`src/rtl/ovi_pkg.sv`:
```
`default_nettype none
// ----------------------------------------------------------------------------
// ovi_pkg: shared types and constants for the octree voxel insert block
// Child codes, result codes, controller states and the command and status
// groups that pass between controller and datapath.
// ----------------------------------------------------------------------------
package ovi_pkg;

    localparam int DEF_NODE_CAPACITY = 4096;
    localparam int MAX_LEVELS        = 10;
    localparam int GRID_RESET        = 10;

    localparam int LEVEL_W     = 4;
    localparam int COORD_W     = 10;
    localparam int STATUS_W    = 2;
    localparam int COUNT_OUT_W = 13;

    // child word codes
    localparam int CODE_AIR  = 0;
    localparam int CODE_FULL = 1;
    localparam int CODE_BASE = 2;

    typedef enum logic [STATUS_W-1:0] {
        STS_SET          = 2'd0,
        STS_ALREADY_FULL = 2'd1,
        STS_DROPPED      = 2'd2,
        STS_OUTSIDE      = 2'd3
    } ovi_status_t;

    typedef enum logic [2:0] {
        ST_IDLE,
        ST_CHECK,
        ST_READ,
        ST_EVAL,
        ST_CLEAR,
        ST_DONE
    } ovi_state_t;

    typedef struct packed {
        logic        load;
        logic        read;
        logic        mark_full;
        logic        alloc;
        logic        descend;
        logic        clear;
        logic        set_result;
        ovi_status_t result;
        logic        finish;
    } ovi_cmd_t;

    typedef struct packed {
        logic oob;
        logic code_full;
        logic code_air;
        logic lvl_zero;
        logic pool_full;
        logic clr_last;
        logic out_free;
    } ovi_flag_t;

endpackage : ovi_pkg
`default_nettype wire

```
`src/rtl/ovi_ctrl.sv`:
```
`default_nettype none
// ----------------------------------------------------------------------------
// ovi_ctrl: walk controller
// Sequences the grid check, one read and decision per level, the clearing
// of a freshly allocated node and the hand-off of the result.
// ----------------------------------------------------------------------------
module ovi_ctrl (
    input  wire logic              clk,
    input  wire logic              rst_n,
    input  wire logic              in_valid,
    output logic                   in_stall,
    input  wire ovi_pkg::ovi_flag_t flag,
    output ovi_pkg::ovi_cmd_t      cmd
);
    import ovi_pkg::*;

    ovi_state_t state_reg;
    ovi_state_t state_next;

    always_ff @(posedge clk or negedge rst_n)
    begin
        if (!rst_n)
        begin
            state_reg <= ST_IDLE;
        end
        else
        begin
            state_reg <= state_next;
        end
    end

    always_comb
    begin
        state_next = state_reg;
        cmd        = '0;
        cmd.result = STS_SET;
        in_stall   = (state_reg != ST_IDLE);
        case (state_reg)
            ST_IDLE:
            begin
                if (in_valid)
                begin
                    cmd.load   = 1'b1;
                    state_next = ST_CHECK;
                end
            end
            ST_CHECK:
            begin
                if (flag.oob)
                begin
                    cmd.set_result = 1'b1;
                    cmd.result     = STS_OUTSIDE;
                    state_next     = ST_DONE;
                end
                else
                begin
                    state_next = ST_READ;
                end
            end
            ST_READ:
            begin
                cmd.read   = 1'b1;
                state_next = ST_EVAL;
            end
            ST_EVAL:
            begin
                if (flag.code_full)
                begin
                    cmd.set_result = 1'b1;
                    cmd.result     = STS_ALREADY_FULL;
                    state_next     = ST_DONE;
                end
                else if (flag.lvl_zero)
                begin
                    cmd.mark_full  = 1'b1;
                    cmd.set_result = 1'b1;
                    cmd.result     = STS_SET;
                    state_next     = ST_DONE;
                end
                else if (flag.code_air)
                begin
                    if (flag.pool_full)
                    begin
                        cmd.set_result = 1'b1;
                        cmd.result     = STS_DROPPED;
                        state_next     = ST_DONE;
                    end
                    else
                    begin
                        cmd.alloc  = 1'b1;
                        state_next = ST_CLEAR;
                    end
                end
                else
                begin
                    cmd.descend = 1'b1;
                    state_next  = ST_READ;
                end
            end
            ST_CLEAR:
            begin
                cmd.clear = 1'b1;
                if (flag.clr_last)
                begin
                    state_next = ST_READ;
                end
            end
            ST_DONE:
            begin
                if (flag.out_free)
                begin
                    cmd.finish = 1'b1;
                    state_next = ST_IDLE;
                end
            end
            default:
            begin
                state_next = ST_IDLE;
            end
        endcase
    end

endmodule : ovi_ctrl
`default_nettype wire

```
`config.mk`:
```
export PLATFORM = sky130hd
export DESIGN_NAME = ovi_ctrl
export DESIGN_NICKNAME = d
export VERILOG_FILES = /design/src/rtl/ovi_pkg.sv /design/src/rtl/ovi_ctrl.sv
export SDC_FILE = /design/constraint.sdc
export NUM_CORES = 1
export LEC_CHECK = 0
export ABC_AREA = 0
export BUFFER_PORTS_ARGS = -buffer_cell sky130_fd_sc_hd__buf_4
export CELL_PAD_IN_SITES_DETAIL_PLACEMENT = 1
export CELL_PAD_IN_SITES_GLOBAL_PLACEMENT = 2
export CORE_MARGIN = 1.5
export CORE_UTILIZATION = 23
export DETAILED_ROUTE_END_ITERATION = 8
export PLACE_DENSITY_LB_ADDON = 0.1
export REMOVE_ABC_BUFFERS = 1
export SLEW_MARGIN = 20
export SYNTH_ARGS = -nofsm -noshare
export SYNTH_HDL_FRONTEND = slang
export SYNTH_SLANG_ARGS = --single-unit
```
`constraint.sdc`:
```
create_clock -name clk -period 1.57 [get_ports clk]
set_input_delay 0.157 -clock clk [delete_from_list [all_inputs] [get_ports clk]]
set_output_delay 0.157 -clock clk [all_outputs]
set_load 0.005 [all_outputs]
```
Word-level counts from Yosys, hierarchy flattened
Index checks and enable logic that the tools add are counted.
Word-level totals
  memory bits (read-only): 0
  input port bits: 10
  memories kept: 0
  RAM bits: 0
  latch bits: 0
  output and inout bits: 11
  bits in registers: 3
Cells by class
  multipliers: 0
  $lt $le $gt $ge: 0
  equal/unequal tests: 8
  reductions and logical operators: 3
  bitwise gates (word level): 0
  add/subtract/negate cells: 0
  muxes and demuxes: 28
  divide/modulo/power cells: 0
  shifts and indexed selects: 0
Operators with widths (number)
  $mux W3: 14
  $pmux W3 S6: 1
  $mux W1: 11
  $eq A3 B2 Y1 const B: 2
  $eq A3 B3 Y1 const B: 2
  $ne A2 B2 Y1 const B: 3
  $pmux W3 S2: 1
  $eq A3 B1 Y1 const B: 1
  $logic_not A3 Y1: 1
  $reduce_and A3 Y1: 1
  $reduce_bool A3 Y1: 1
  $mux W2: 1

Longest topological paths before layout
  word-level depth: 5
  depth in mapped cells: 4
  gate-level depth less buffers: 3

Least setup slack after synthesis
No wires, ideal clock.
  path kind: reg-to-output
  start point: register state_reg[0]
  end point: output port cmd[9] (netlist bit)
  data required time: 1.413 ns
  slack: 0.393 ns
  path buffers: 1
  cell stages (with the launch flop): 4
  arrival time: 1.020 ns
  cell sequence: dfrtp_1 -> buf_4 -> or3_4 -> nor2_2
RTL lines
  from (decl): line ovi_ctrl.sv:17  | ovi_state_t state_reg;
  from (signal assigned): line ovi_ctrl.sv:28  | state_reg <= state_next;
  to (decl): line ovi_ctrl.sv:13  | output ovi_pkg::ovi_cmd_t cmd

==> flow_metrics.tcl <==
set metrics [dict create \
    timing_max_transition_violations_final 0 \
    wire_length_per_cell_after_detailed_routing_um 14.2 \
    areaGrowthSynthToFinish_pct 51.6 \
    cp.required_ns 1.41 \
    num_rows 14 \
    max-slew-margin-rel_pct 81.6 \
    drc_errors_left 0 \
    max_cap_viol_count 0 \
    track_usage_pct 12.4 \
    grt_pass1_vias 397 \
    critPathKind "reg -> out" \
    synth_seq_area_share_pct 19.2 \
    timing.final.crit_period_ns 1.49 \
    hpwl_um 874 \
    netlist_area_um2 390 \
    antenna_found_initial 0 \
    layout-drive-gt1-share_pct 60.9 \
    clock_tree_from_tritoncts "done" \
    rrSetupSlack_ns 0.30 \
    cts.clk_slew.worst_paths_ns 0.04 \
    power.density_cell_area_nw_per_um2 1390 \
    worstSkewPairLatency_ns 0.23 \
    nets 75 \
    clock_path_buffers 2 \
    reg2reg_from "state_reg[1]" \
    syn_inst 39 \
    syn_area_per_cell_um2 10.0 \
    final.setup.tns_ns 0 \
    grt_first_pass_wirelength_um 1750 \
    timing.rr.end "state_reg[0]" \
    cts.root.buffer_cell "clkbuf_4" \
    cts.htree.levels 1 \
    route.vias.total 408 \
    async_set_or_reset_flop_fraction_in_the_synthesized_netlist_pct 100 \
    synth.ff_latch_count 3 \
    synth_ff_type "dfrtp_1" \
    total_power_w 0.000825 \
    die_area_um2 1950 \
    firstDrtPassIters 2 \
    min_delay_worst_type "in -> async" \
    ant_nets 0 \
    largest_net_degree_at_the_start_of_global_routing 13 \
    final_core_util_pct 38.4 \
    flip_flop_count_of_the_largest_register_all_copies_and_words_added 3 \
    status "finished, final reports clean" \
    horizontal_die_dimension_um 44.2 \
    final_area_um2 592 \
    synth_enable_flop_cells 0 \
    netlist.area_leader.share_pct 19.2 \
    worst_ep_arrival_time_ns 1.33 \
    worstRegToRegCells 3 \
    wirelength_um 1130 \
    via_per_inst 5.10 \
    cts-buffers-inserted 3 \
    grt_residual_overflow 0 \
    total_leakage_power_nw 0.294 \
    peakVddDrop_uv 539 \
    max_frequency_ghz 0.671 \
    number_of_diodes 0 \
    tritoncts_num_sinks 3 \
    number_of_distinct_standard_cells_referenced_by_the_synthesized_netlist 31 \
    io-pin-count 21 \
    gpl.final_weighted_congestion 0.712 \
    critical_path.max_fanout 12 \
    worst_clock_skew_ns 0.000809 \
    final_hold_viol_count 0 \
    final_min_period_over_clock_period_pct 95.0 \
    setup_repair_after_global_routing_missed_its_margin "no" \
    slew_at_the_pin_closest_to_its_max_slew_limit_ns 0.276 \
    setup_violations 0 \
    cell_with_the_most_instances_after_synthesis "dfrtp_1" \
    io_buffer_count 20 \
    placedInstanceArea_um2 546 \
    critical_path.startpoint_type "flip-flop" \
    endpoint_kind "primary output" \
    post-synth-top-area-cell "dfrtp_1" \
    ys_top_cells_by_area "dfrtp_1 (19%), nor3b_2 (6.4%), buf_6 (5.8%)" \
    initial_core_util_pct 25.3 \
    drt_iter0_drc 2 \
    core_area_um2 1540 \
    synth.yosys.warnings 0 \
    fp.dieH_um 44.2 \
]
-- what timing repair did --
action                                  in CTS  in global routing
hold endpoints to repair                     3                  0
gates resized for setup                      1                  1
setup buffers                                1                  0
hold buffers                                 1                  0
endpoints found under the setup margin       3                  3
pin swaps                                    0                  0
gates cloned                                 0                  0
-- kinds of logic after synthesis --
family	Yosys count	share of synthesized area [%]
AND/OR/NAND/NOR	20	42.9
AO/OA/AOI/OAI	10	25.6
buffers and inverters	5	9.62
flip-flops	3	19.2
multiplexers	1	2.56
-- report_power, final --
group | internal (W) | leakage, nW | switching (W)
combinational | 0.000301 | 0.243 | 0.000200
clock | 0.0000953 | 0.0150 | 0.0000414
sequential | 0.000112 | 0.0358 | 0.0000744
total | 0.000509 | 0.294 | 0.000316
-- stage by stage --
stage | setup slack, ns | std cells | hold WS [ns]
after CTS | 0.0300 | 80 | 0.243
final | 0.0792 | 80 | 0.260
after detailed placement | 0.197 | 74 | -0.0521
after global placement | 0.236 | 74 | -0.0540
after global routing | 0.0106 | 80 | 0.257
after floorplan | 0.308 | 36 | -0.139
-- worst max-delay path by stage --
stage | from | end | cells past startpoint
floorplan | state_reg[1] | state_reg[0] | 3
global placement | state_reg[1] | state_reg[0] | 3
detailed placement | state_reg[1] | cmd[7] | 3
CTS | state_reg[2] | cmd[2] | 3
global route | state_reg[1] | cmd[3] | 3
finish | state_reg[1] | cmd[3] | 3
-- per-layer routing --
layer	global-route usage (%)	share of wire (%)	vias up
met5	0	0	-
met4	7.27	1.3	0
met3	3.27	4.4	2
met2	20.9	50	13
met1	14.1	44	193
li1	-	-	200
-- final cells by class --
| cell class | instances | area, um2 |
|---|---|---|
| fill | 187 | 950 |
| multi-input combinational | 31 | 278 |
| timing repair buffer | 24 | 183 |
| sequential | 3 | 77.6 |
| clock buffer | 4 | 26.3 |
| tap | 16 | 20.0 |
| inverter | 2 | 7.51 |
-- worst max-delay path, cell delays in order (launching register included) --
cell      delay (ns)
dfrtp_2         0.48
and4bb_1        0.35
o21bai_4        0.14
buf_4           0.12
-- cells in the final DEF, fill, tap and decap left out, drive strengths merged, types with 2 or more instances in the layout --
master	n
and3b	2
and4bb	2
buf	23
clkbuf	4
dfrtp	3
inv	2
nand2	2
nor2	3
nor3	3
nor3b	3
o21bai	2
No activity file was read; power rests on OpenSTA's default activity.
